## src/design/rsm_pkg.sv

```systemverilog
// Shared constants, types and helper functions for the rank/select multiset.
// No dependencies; imported by every module of the block.
`default_nettype none

package rsm_pkg;

    localparam int CAPACITY   = 64;
    localparam int VALUE_BITS = 32;
    localparam int IN_BITS    = 32;
    localparam int RANK_W     = 7;
    localparam int CNT_W      = $clog2(CAPACITY + 1);
    localparam int IDX_W      = $clog2(CAPACITY);
    localparam int CMP_W      = (CNT_W > RANK_W) ? CNT_W : RANK_W;
    localparam int GRP_SIZE   = 8;
    localparam int NUM_GRPS   = (CAPACITY + GRP_SIZE - 1) / GRP_SIZE;

    typedef logic [VALUE_BITS-1:0] val_t;

    typedef enum logic [1:0] {
        ST_INSERTED  = 2'd0,
        ST_EXTRACTED = 2'd1,
        ST_BAD_RANK  = 2'd2,
        ST_FULL      = 2'd3
    } status_t;

    typedef enum logic {
        CMD_INSERT  = 1'b0,
        CMD_EXTRACT = 1'b1
    } cmd_t;

    // Broadcast from the top level to every cell
    typedef struct packed {
        logic             ins;
        logic             ext;
        val_t             new_val;
        logic [CMP_W-1:0] count;
        logic [CMP_W-1:0] rank;
    } ctrl_t;

    // Sign-extend the 32-bit input, then keep VALUE_BITS bits
    function automatic val_t widen_input(input logic [IN_BITS-1:0] raw);
        logic [63:0] w;
        w = {{(64-IN_BITS){raw[IN_BITS-1]}}, raw};
        return w[VALUE_BITS-1:0];
    endfunction

    // Stored value to the 32-bit output field (zero-extend or truncate)
    function automatic logic [IN_BITS-1:0] narrow_output(input val_t v);
        logic [63:0] w;
        w = 64'(v);
        return w[IN_BITS-1:0];
    endfunction

endpackage

`default_nettype wire

```

## src/design/rsm_cell.sv

```systemverilog
// One slot of the sorted chain: holds a value, decides locally whether to
// shift, take the new value or hold. Depends on rsm_pkg.
`default_nettype none

module rsm_cell
    import rsm_pkg::*;
(
    input  wire logic             clk,
    input  wire logic [IDX_W-1:0] idx,
    input  wire ctrl_t            ctrl,
    input  wire val_t             prev_val,
    input  wire logic             prev_ins_here,
    input  wire val_t             next_val,
    output val_t                  val,
    output logic                  ins_here,
    output val_t                  sel_val
);

    val_t             val_reg;
    val_t             val_next;
    logic [CMP_W-1:0] idx_ext;
    logic [CMP_W-1:0] idx_plus;
    logic             occupied;
    logic             greater;

    assign idx_ext  = CMP_W'(idx);
    assign idx_plus = idx_ext + CMP_W'(1);
    assign occupied = idx_ext < ctrl.count;
    assign greater  = occupied && ($signed(val_reg) > $signed(ctrl.new_val));

    // insert point is at or before this cell
    assign ins_here = greater || !occupied;

    // extracted value leaves through the select tree
    assign sel_val = (idx_plus == ctrl.rank) ? val_reg : '0;

    // next value: shift up on insert, shift down on extract
    always_comb
    begin
        val_next = val_reg;
        if (ctrl.ins)
        begin
            if (prev_ins_here)
                val_next = prev_val;
            else if (ins_here)
                val_next = ctrl.new_val;
        end
        else if (ctrl.ext)
        begin
            if (idx_plus >= ctrl.rank)
                val_next = next_val;
        end
    end

    always_ff @(posedge clk)
    begin
        val_reg <= val_next;
    end

    assign val = val_reg;

endmodule

`default_nettype wire

```

## config.mk

```make
export PLATFORM = sky130hd
export DESIGN_NAME = rsm_cell
export DESIGN_NICKNAME = d
export VERILOG_FILES = /design/src/design/rsm_pkg.sv /design/src/design/rsm_cell.sv
export SDC_FILE = /design/constraint.sdc
export NUM_CORES = 1
export LEC_CHECK = 0
export ABC_AREA = 0
export ABC_CLOCK_PERIOD_IN_PS = 3600
export BUFFER_PORTS_ARGS = -buffer_cell sky130_fd_sc_hd__buf_2
export CAP_MARGIN = 20
export CORE_ASPECT_RATIO = 0.6
export CORE_MARGIN = 5
export CORE_UTILIZATION = 45
export DETAILED_ROUTE_END_ITERATION = 7
export MAX_ROUTING_LAYER = met4
export PLACE_DENSITY = 0.87
export SLEW_MARGIN = 20
export SYNTH_ARGS = -nofsm -noshare
export SYNTH_HDL_FRONTEND = slang
export SYNTH_SLANG_ARGS = --single-unit
```

## constraint.sdc

```tcl
create_clock -name clk -period 3.6 [get_ports clk]
set_input_delay 0.72 -clock clk [delete_from_list [all_inputs] [get_ports clk]]
set_output_delay 0.72 -clock clk [all_outputs]
set_load 0.005 [all_outputs]
```

Word level (Yosys, flattened, before mapping). Cells that the tools add are included.

Multiplexer cells: 6. Order comparisons: 3. Equal/unequal tests: 2. Add/subtract/negate cells: 1. Reduce and logical (&&, ||, !) cells: 6.

Operator list (count): two-way mux 32 bit (6); > comparator 32 bit (1); adder 6 x 1 -> 7 bit, second input constant (1); equality test 7 bit (1); >= comparator 7 bit (1); < comparator 6 x 7 -> 1 bit (1); nonzero test 2 bit (2); inequality test 3 x 1 -> 1 bit, second input constant (1); AND reduction 3 bit (1); logical AND 1 bit (1); logical NOT 1 bit (1); logical OR 1 bit (1).

Output and inout port bits: 65. Register bits: 32. Input bits: 120.

Longest topological paths before layout. Gate-level depths: netlist (run 1).

Depth in word-level cells: 6. Mapped depth: 9. Gate-level depth less buffers: 9.

Worst setup path before layout (run 1). Ideal clock, no wire load.

Path type: input -> register. From: in idx[0]. To: reg val_reg[0] (netlist: val[0]) (enable). Slack: 326 ps. Library setup time: 400 ps. Data required time: 3200 ps. Stages on the path: 9. Arrival time: 2874 ps. Cell sequence: ha_1 nand3_1 xnor2_1 ha_1 nand4_1 nor2_1 a2111oi_0 a21oi_1 a2bb2oi_2.

Longest elaborated chain between the ends: 5. Elaborated cells between the ends (all ways): 9. Those cells by class: add/sub (1); order compare (2); eq/ne (1); reduce/logical (5).

RTL lines: from (decl) (RTL line rsm_cell.sv:9) `input wire logic [IDX_W-1:0] idx,`; parallel branches: the longest is 4 deep, another holds adder 6 x 1 -> 7 bit; AND reduction 3 bit (no line) (*); to (signal assigned) (RTL line rsm_cell.sv:57) `val_reg <= val_next;`; to (decl) (RTL line rsm_cell.sv:19) `val_t val_reg;`.

Every way passes the cells marked *. A chain may end at the register's enable or synchronous reset.

Final worst setup path (run 1).
From: in ctrl[29] (netlist bit). To: out ins_here.

Longest elaborated chain between the ends: 3.

RTL lines: from (decl) (RTL line rsm_cell.sv:10) `input wire ctrl_t ctrl,`; > comparator 32 bit (RTL line rsm_cell.sv:29) `assign greater = occupied && ($signed(val_reg) > $signed(ctrl.new_val));`; logical AND 1 bit (RTL line rsm_cell.sv:29); logical OR 1 bit (RTL line rsm_cell.sv:32) `assign ins_here = greater || !occupied;`; to (decl) (RTL line rsm_cell.sv:15) `output logic ins_here,`.

Every way passes these cells.

==> results of run 1 <==
==> final timing paths <==
path,end,slack [ps],depth (start not counted)
max,ins_here,390,10
min,val[29],770,3
max reg2reg,val[4],970,8
min reg2reg,val[19],1290,4
==> per-stage QoR <==
step	instances	setup slack (ps)	total power, mW
after floorplan	348	326.1	0.7014
after global placement	611	501.2	0.8647
after detailed placement	611	345.0	0.8854
after CTS	619	331.2	1.301
after global routing	619	217.1	1.374
final	619	390.6	1.286
==> layer usage <==
metal | vias to the layer above | track usage
met5 | - | -
met4 | 0 | 0.04707
met3 | 10 | 0.04065
met2 | 117 | 0.3642
met1 | 1406 | 0.2766
li1 | 1585 | -
==> cells by family (layout without fill, tap and decap cells) <==
logic type	Yosys count	after routing
AND/OR/NAND/NOR	107	107
XOR/XNOR	4	4
AO/OA/AOI/OAI	70	70
adder cells (fa/ha/maj)	45	45
buffers and inverters	58	242
multiplexers	32	32
flip-flops	32	32
==> critical path: stages <==
cell	delay (ps)
buf_2	90
inv_1	40
ha_1	310
nand4_1	220
nor4_2	420
o21ai_1	150
a31oi_2	190
o221ai_2	150
nand2_1	90
buf_2	120
==> cell usage after synthesis <==
cell type	count	area, um^2
a21oi_1	49	245.2
ha_1	45	563.0
inv_1	44	165.2
nor2_1	39	146.4
edfxtp_1	32	960.9
mux2i_1	32	320.3
and2_1	31	193.9
nand2_1	13	48.80
clkbuf_1	10	37.54
o21ai_0	7	35.03
nand3_1	4	20.02
nand4_1	4	25.02
a21o_1	3	22.52
buf_2	3	15.01
nand2b_1	3	18.77
nand4_2	3	37.54
nor2b_1	2	12.51
o21a_1	2	15.01
xnor2_1	2	17.52
xor2_1	2	17.52
a2111oi_0	1	8.760
a211oi_1	1	7.510
a2bb2oi_2	1	15.01
a31oi_2	1	12.51
and3b_1	1	8.760
and4_1	1	8.760
buf_1	1	3.750
nand2_2	1	6.260
nand2b_2	1	8.760
nand4b_1	1	8.760
nor3_1	1	5.000
nor4_2	1	12.51
nor4_4	1	21.27
o211a_1	1	10.01
o211ai_1	1	7.510
o21ai_1	1	5.000
o221ai_2	1	15.01
o32a_1	1	10.01
==> power groups by stage <==
stage / Combinational (mW) / Clock [mW] / Sequential (mW)
6_report: 0.387 / 0.409 / 0.489
5_1_grt: 0.438 / 0.441 / 0.494
2_1_floorplan: 0.208 / 0 / 0.494
4_1_cts: 0.391 / 0.420 / 0.490
3_3_place_gp: 0.371 / 0 / 0.494
3_5_place_dp: 0.389 / 0 / 0.497
==> area by class of cell <==
cell class / instances / area (um^2)
inverters: 44 / 165.2
clock buffers: 5 / 125.1
repair buffers: 190 / 965.9
well taps: 87 / 108.9
fillers: 579 / 2407
multi-input cells: 258 / 1924
flip-flops and latches: 32 / 960.9
clock inverters: 3 / 18.77
==> flow_summary.json, run 1 <==
{
  "clkTransAtPathRegs_ps": 60,
  "die_h_um": 74.22,
  "wl_per_cell_um": 15.23,
  "crit_start": "ctrl[29]",
  "syn-num-nets": 513,
  "power_switching_mw": 0.3874,
  "route.met2.wl_um": 4475,
  "ctsHoldBuffers": 0,
  "post-cts-setup-buffer-count": 0,
  "dr.pass1.iters": 4,
  "critPathCaptureType": "output pin",
  "maxCapViolCount": 0,
  "cts_tree": "yes",
  "holdCritStartpoint": "next_val[29]",
  "synth_cell_types": 38,
  "cp_data_required_time_ps": 2880,
  "highest-signal-layer": "met4",
  "cts_buffer_depth": 2,
  "power_density_nw_per_um2": 301.2,
  "hold_viol": 0,
  "seqPwrFrac": 0.381,
  "portBuffers": 184,
  "root_buffer": "clkbuf_16",
  "io-pin-count": 185,
  "utilization": 0.6394,
  "final_area_um2": 4269,
  "status": "finished, final reports clean",
  "wl_met3_um": 608,
  "initial_core_util": 0.4633,
  "cts.sinks": 32,
  "postRouteAntennaNets": 0,
  "largest_reg_flops": 32,
  "antenna_found_initial": 0,
  "fmax_ghz": 0.3116,
  "crit_type": "input port to output pin",
  "hold_class": "input port to flip-flop",
  "grt_pass1_vias": 3063,
  "clkPwrFrac": 0.318,
  "final_common_cell": "buf_2",
  "gr-total-overflow": 0,
  "drc_errors": 0,
  "synth.mux.area_fraction": 0.1036,
  "ys_seq_elements": 32,
  "die_w_um": 117.0,
  "grt_setup_unrepaired": "no",
  "cp_data_arrival_time_ps": 2490,
  "fin_setup_tns_ps": 0,
  "grt_max_degree": 36,
  "yosysSeqAreaShare": 0.3107,
  "mostFrequentLayoutCells": "buf_2 (184), a21oi_1 (49), ha_1 (45)",
  "clock_skew_ps": 5.171,
  "first_iter_violations": 71,
  "grt_use_total": 0.2173,
  "ys_warn_count": 0,
  "coreArea_um2": 6676,
  "place.gp.congestion": 0.8562,
  "n_antenna_cell": 0,
  "cp_max_fo": 3,
  "htreeDepth": 2,
  "peakVddDrop_mv": 0.1757,
  "drv_slew": 0,
  "slew_headroom": 0.5901,
  "insertion_delay_ps": 270,
  "rows": 23,
  "routed-via-count": 3118,
  "syn_to_final_growth_pct": 38.03,
  "wl_met1_um": 4242,
  "synthCells": 348,
  "worst_setup_path_start_kind": "input port",
  "viasPerCell": 5.037,
  "period_needed_ps": 3209,
  "synth_top_family_by_area": "simple AND/OR/NAND/NOR gates",
  "synth-compound-area-share": 0.1323,
  "p_sw_frac": 0.3012,
  "cts_resized": 0,
  "synth_fa_ha_area_frac": 0.1820,
  "internal_power_mw": 0.8987,
  "dieArea_um2": 8686,
  "drive_gt1_frac": 0.3929,
  "synth-simple-area-share": 0.1885,
  "dp_hpwl_um": 8060,
  "setup_violations": 0,
  "syn_avg_cell_area_um2": 8.888,
  "leakagePower_nw": 2.347,
  "worst_slew_pin_slew_ps": 614.9,
  "synth-xor-area-share": 0.01133,
  "timing.rr.start": "val[15]",
  "synth_area_um2": 3093,
  "place_area_um2": 4125,
  "fin_nets": 696,
  "grt_pass1_wl_um": 14240,
  "cts_made_buffers": 5,
  "fin_worst_hold_slack_ps": 774.3,
  "wirelength_um": 9426,
  "p_comb_frac": 0.301,
  "min_period_over_period": 0.8915
}
Note: power is estimated with default switching activity, not from simulation.
==> inputs of run 2 (changes only) <==
--- a/config.mk
+++ b/config.mk
@@ -14,7 +14,7 @@
 export CORE_UTILIZATION = 45
 export DETAILED_ROUTE_END_ITERATION = 7
 export MAX_ROUTING_LAYER = met4
-export PLACE_DENSITY = 0.87
+export PLACE_DENSITY = 0.82
 export SLEW_MARGIN = 20
 export SYNTH_ARGS = -nofsm -noshare
 export SYNTH_HDL_FRONTEND = slang
==> run 2 against run 1 <==
Net effect:
- non-clock buffer count is the same
- combinational power is essentially flat
- register-to-register slack gained 100 ps
- via count shrank 0.35%
- clock power is essentially flat
- sequential share of layout area is the same
- die area is the same
- global-route usage shrank 0.21 points
- largest cell class unchanged
==> flow_summary.json, run 2 (synthesis gave the netlist of run 1 again) <==
{
  "whs_path_depth": 3,
  "status": "finished, final reports clean",
  "fmax_ghz": 0.3193,
  "dieArea_um2": 8686,
  "drc_errors": 0,
  "grt_use_total": 0.2152,
  "fill_cells": 557,
  "dp_slack_ps": 480.1,
  "path_buf_inv": 3,
  "layout.cells.non_filler": 619,
  "wl_per_cell_um": 14.93,
  "grt_use_met3": 0.03740,
  "viasPerCell": 5.019,
  "grt_pass1_vias": 3149,
  "die_w_um": 117.0,
  "met1_usage": 0.2751,
  "path_depth": 10,
  "grt-busiest-layer": "met2",
  "min_period_over_period": 0.8700,
  "fin_nets": 696,
  "mostFrequentLayoutCells": "buf_2 (184), a21oi_1 (49), ha_1 (45)",
  "critPathCaptureType": "output pin",
  "period_needed_ps": 3132,
  "slew_headroom": 0.6709,
  "crit_family": "simple AND/OR/NAND/NOR gates",
  "cp_data_required_time_ps": 2880,
  "leakagePower_nw": 2.347,
  "syn_to_final_growth_pct": 38.03,
  "portBuffers": 184,
  "placed_cells": 611,
  "power_density_nw_per_um2": 299.9,
  "routed-via-count": 3107,
  "worst_slew_pin_slew_ps": 493.7,
  "finalWorstSetupSlack_ps": 468.1,
  "largest_reg_flops": 32,
  "htreeDepth": 2,
  "cts.sinks": 32,
  "worst_setup_path_start_kind": "input port",
  "n_antenna_cell": 0,
  "antenna_found_initial": 0,
  "peakVddDrop_mv": 0.2398,
  "maxCapViolCount": 0,
  "cp_max_fo": 18,
  "io-pin-count": 185,
  "cts_buffer_depth": 2,
  "grt_pass1_wl_um": 14320,
  "drv_slew": 0,
  "gr-total-overflow": 0,
  "die_h_um": 74.22,
  "coreArea_um2": 6676,
  "cts_made_buffers": 5,
  "worst_path_max_delay_cell": "ha_1",
  "initial_core_util": 0.4633,
  "clkTransAtPathRegs_ps": 50,
  "cp_cell_sequence": "buf_2 -> ha_1 -> nand3_1 -> xnor2_1 -> ha_1 -> nand4_1 -> nor2_2 -> buf_4 -> and2_1 -> buf_2",
  "rows": 23,
  "place.gp.congestion": 0.7905,
  "fin_setup_tns_ps": 0,
  "cts_resized": 0,
  "cp_slowest_stage_delay_ps": 290,
  "first_iter_violations": 75,
  "register_area_um2": 960.9,
  "setup_violations": 0,
  "crit_type": "input port to output pin",
  "post-cts-setup-buffer-count": 0,
  "grt_max_degree": 51,
  "cp_data_arrival_time_ps": 2410,
  "final_common_cell": "buf_2",
  "cts_tree": "yes",
  "rr_worst_depth": 8,
  "multi_input_area_um2": 1924,
  "drive_gt1_frac": 0.3929,
  "use_met2": 0.3724,
  "root_buffer": "clkbuf_16",
  "dp_hpwl_um": 7879,
  "hold_viol": 0,
  "dr.pass1.iters": 5,
  "grt_setup_unrepaired": "no",
  "hold_class": "input port to flip-flop",
  "ctsHoldBuffers": 0,
  "postRouteAntennaNets": 0,
  "insertion_delay_ps": 270,
  "utilization": 0.6394,
  "clock_skew_ps": 5.138,
  "wirelength_um": 9241
}
[run 2: layer usage]
layer,wire (um),vias to the layer above
met5,0,-
met4,50,0
met3,761,6
met2,4362,133
met1,4066,1381
li1,-,1587
[run 2: per-stage QoR]
step | cell area, um^2 | hold slack, ps | power [mW]
6_report | 4269 | 768.0 | 1.280
5_1_grt | 4269 | 770.5 | 1.367
4_1_cts | 4269 | 761.5 | 1.299
3_5_place_dp | 4125 | 1044 | 0.8815
3_3_place_gp | 4125 | 1041 | 0.8646
2_1_floorplan | 3093 | 945.6 | 0.7014
[run 2: layout make-up]
cell class	instances	share of cell area
Clock buffer	5	0.02931
Clock inverter	3	0.004396
Inverter	44	0.03869
Multi-Input combinational cell	258	0.4508
Sequential cell	32	0.2251
Tap cell	87	0.02550
Timing Repair Buffer	190	0.2263
[run 2: worst register-to-register path: stages, from the launching register on]
cell	delay (ps)
edfxtp_1	420
ha_1	400
nand4_2	190
nor4_4	370
nand2_2	80
a31oi_2	170
o221ai_2	150
a2bb2oi_4	150
buf_4	290
[run 2: final timing paths]
kind,slack [ps],end,start
worst max register to register,1070,val[4],val[31]
worst min register to register,1300,val[11],val[31]
worst min-delay path,770,val[6],next_val[6]
worst max-delay path,470,sel_val[4],idx[0]
[run 2: where the power goes]
part           switching, mW  internal [mW]  leakage [nW]
registers             0.0262          0.461         0.309
clock network          0.153          0.254        0.0736
logic                  0.203          0.183          1.96
==> inputs of run 3 (changes only) <==
--- a/config.mk
+++ b/config.mk
@@ -6,7 +6,7 @@
 export NUM_CORES = 1
 export LEC_CHECK = 0
 export ABC_AREA = 0
-export ABC_CLOCK_PERIOD_IN_PS = 3600
+export ABC_CLOCK_PERIOD_IN_PS = 3000
 export BUFFER_PORTS_ARGS = -buffer_cell sky130_fd_sc_hd__buf_2
 export CAP_MARGIN = 20
 export CORE_ASPECT_RATIO = 0.6
==> constraint.sdc (replaced) <==
create_clock -name clk -period 3 [get_ports clk]
set_input_delay 0.9 -clock clk [delete_from_list [all_inputs] [get_ports clk]]
set_output_delay 0.9 -clock clk [all_outputs]
set_load 0.005 [all_outputs]
==> run 3 against run 2 <==
Net effect:
- the run now ends with negative setup slack left
- critical path depth did not move
- power is 28% higher
- final cell count grew 3.1%
==> flow_summary.json, run 3 (synthesis gave the netlist of run 1 again) <==
{
  "status": "complete, but fails checks",
  "violations": "negative setup slack",
  "io-pin-count": 185,
  "grt_pass1_vias": 3221,
  "clock_skew_ps": 10.06,
  "clkTransAtPathRegs_ps": 60,
  "place.gp.congestion": 0.9152,
  "fmax_ghz": 0.2987,
  "finalWorstSetupSlack_ps": -348.2,
  "dr.pass1.iters": 4,
  "syn_to_final_growth_pct": 53.72,
  "htreeDepth": 2,
  "cp_data_arrival_time_ps": 2450,
  "dieArea_um2": 8686,
  "drive_gt1_frac": 0.4628,
  "worst_path_max_delay_cell": "nor4_4",
  "largest_reg_flops": 32,
  "grt_setup_unrepaired": "yes",
  "dp_hpwl_um": 8061,
  "crit_family": "simple AND/OR/NAND/NOR gates",
  "leakagePower_nw": 2.484,
  "cp_data_required_time_ps": 2100,
  "peakVddDrop_mv": 0.3253,
  "grt_use_total": 0.2262,
  "n_antenna_cell": 0,
  "path_buf_inv": 3,
  "min_period_over_period": 1.116,
  "cp_slowest_stage_delay_ps": 320,
  "gr-total-overflow": 0,
  "worst_setup_path_start_kind": "input port",
  "postRouteAntennaNets": 0,
  "die_w_um": 117.0,
  "period_needed_ps": 3348,
  "final_common_cell": "buf_2",
  "cts_tree": "yes",
  "root_buffer": "clkbuf_16",
  "drc_errors": 0,
  "worst_slew_pin_slew_ps": 575.2,
  "crit_type": "input port to output pin",
  "die_h_um": 74.22,
  "antenna_found_initial": 0,
  "dp_slack_ps": -402.1,
  "drv_slew": 0,
  "hold_viol": 0,
  "portBuffers": 184,
  "routed-via-count": 3242,
  "fill_cells": 552,
  "hold_class": "input port to flip-flop",
  "coreArea_um2": 6676,
  "grt_max_degree": 63,
  "initial_core_util": 0.4633,
  "cts_made_buffers": 5,
  "total_power_mw": 1.643,
  "mostFrequentLayoutCells": "buf_2 (173), a21oi_1 (49), inv_1 (37), nor2_1 (37), ha_1 (33)",
  "wirelength_um": 9835,
  "grt_pass1_wl_um": 15000,
  "viasPerCell": 5.082,
  "insertion_delay_ps": 270,
  "cts.sinks": 32,
  "cp_max_fo": 2,
  "power_density_nw_per_um2": 345.5,
  "rows": 23,
  "fin_nets": 715,
  "cts_buffer_depth": 2,
  "first_iter_violations": 166,
  "critPathCaptureType": "output pin",
  "setup_violations": 33,
  "maxCapViolCount": 0,
  "wl_per_cell_um": 15.42,
  "slew_headroom": 0.6165,
  "cp_cell_sequence": "buf_4 -> inv_4 -> ha_4 -> nand4_1 -> nor4_4 -> o21ai_1 -> a31oi_2 -> o221ai_2 -> nand2_1 -> buf_2"
}
-- run 3: changes by cell type in the layout (fill, tap and decap cells not counted), sizes merged --
cell	change
buf	+19
-- run 3: final timing paths --
| check | depth (start not counted) | slack, ps | to | startpoint |
|---|---|---|---|---|
| worst max-delay path | 10 | -350 | ins_here | ctrl[22] |
| worst min register to register | 6 | 1360 | val[25] | val[31] |
| worst max register to register | 10 | 430 | val[4] | val[14] |
| worst min-delay path | 3 | 940 | val[25] | next_val[25] |
-- run 3: through the flow --
step	setup TNS [ps]	util	area (um^2)	std cells	hold WS [ps]
after global routing	-13140	0.7121	4755	638	950.0
after detailed placement	-21730	0.6655	4443	626	1223
after floorplan	-1161	-	3266	348	1126
after CTS	-9647	0.7013	4682	636	938.1
after global placement	-15160	0.6655	4443	626	1218
final	-9407	0.7121	4755	638	944.2
-- run 3: metal layers --
metal,GRT usage,vias up,wire length [um]
met5,-,-,0
met4,0.04326,0,88
met3,0.04959,10,782
met2,0.3781,131,4656
met1,0.2863,1474,4307
li1,-,1627,-
-- run 3: repair_timing --
action | in CTS | in global routing
pin swaps | 11 | 12
resized for setup | 16 | 15
endpoints found under the hold margin | 0 | 0
buffers inserted | 3 | 2
hold buffers | 0 | 0
setup endpoints to repair | 54 | 65
-- run 3: power breakdown --
group	switching [mW]	total, mW	internal (mW)	leakage [nW]
Combinational	0.272	0.559	0.287	2.10
Sequential	0.0399	0.593	0.553	0.309
Clock	0.185	0.491	0.305	0.0736
-- run 3: cell type report --
type	count	area [um^2]	area share
repair buffers	209	1227	0.2582
clock inverters	3	18.77	0.003947
clock buffers	5	125.1	0.02632
flip-flops and latches	32	960.9	0.2021
well taps	87	108.9	0.02289
inverters	44	177.7	0.03737
multi-input cells	258	2136	0.4492
-- run 3: worst reg2reg max path, cell delays in order, from the launching register on --
cell and delay, ps:
edfxtp_1 450, ha_4 310, nand4_1 150, buf_4 190
nor4_4 160, o21ai_1 130, a31oi_2 220, o221ai_2 140
buf_4 160, a2bb2oi_4 190, buf_12 180
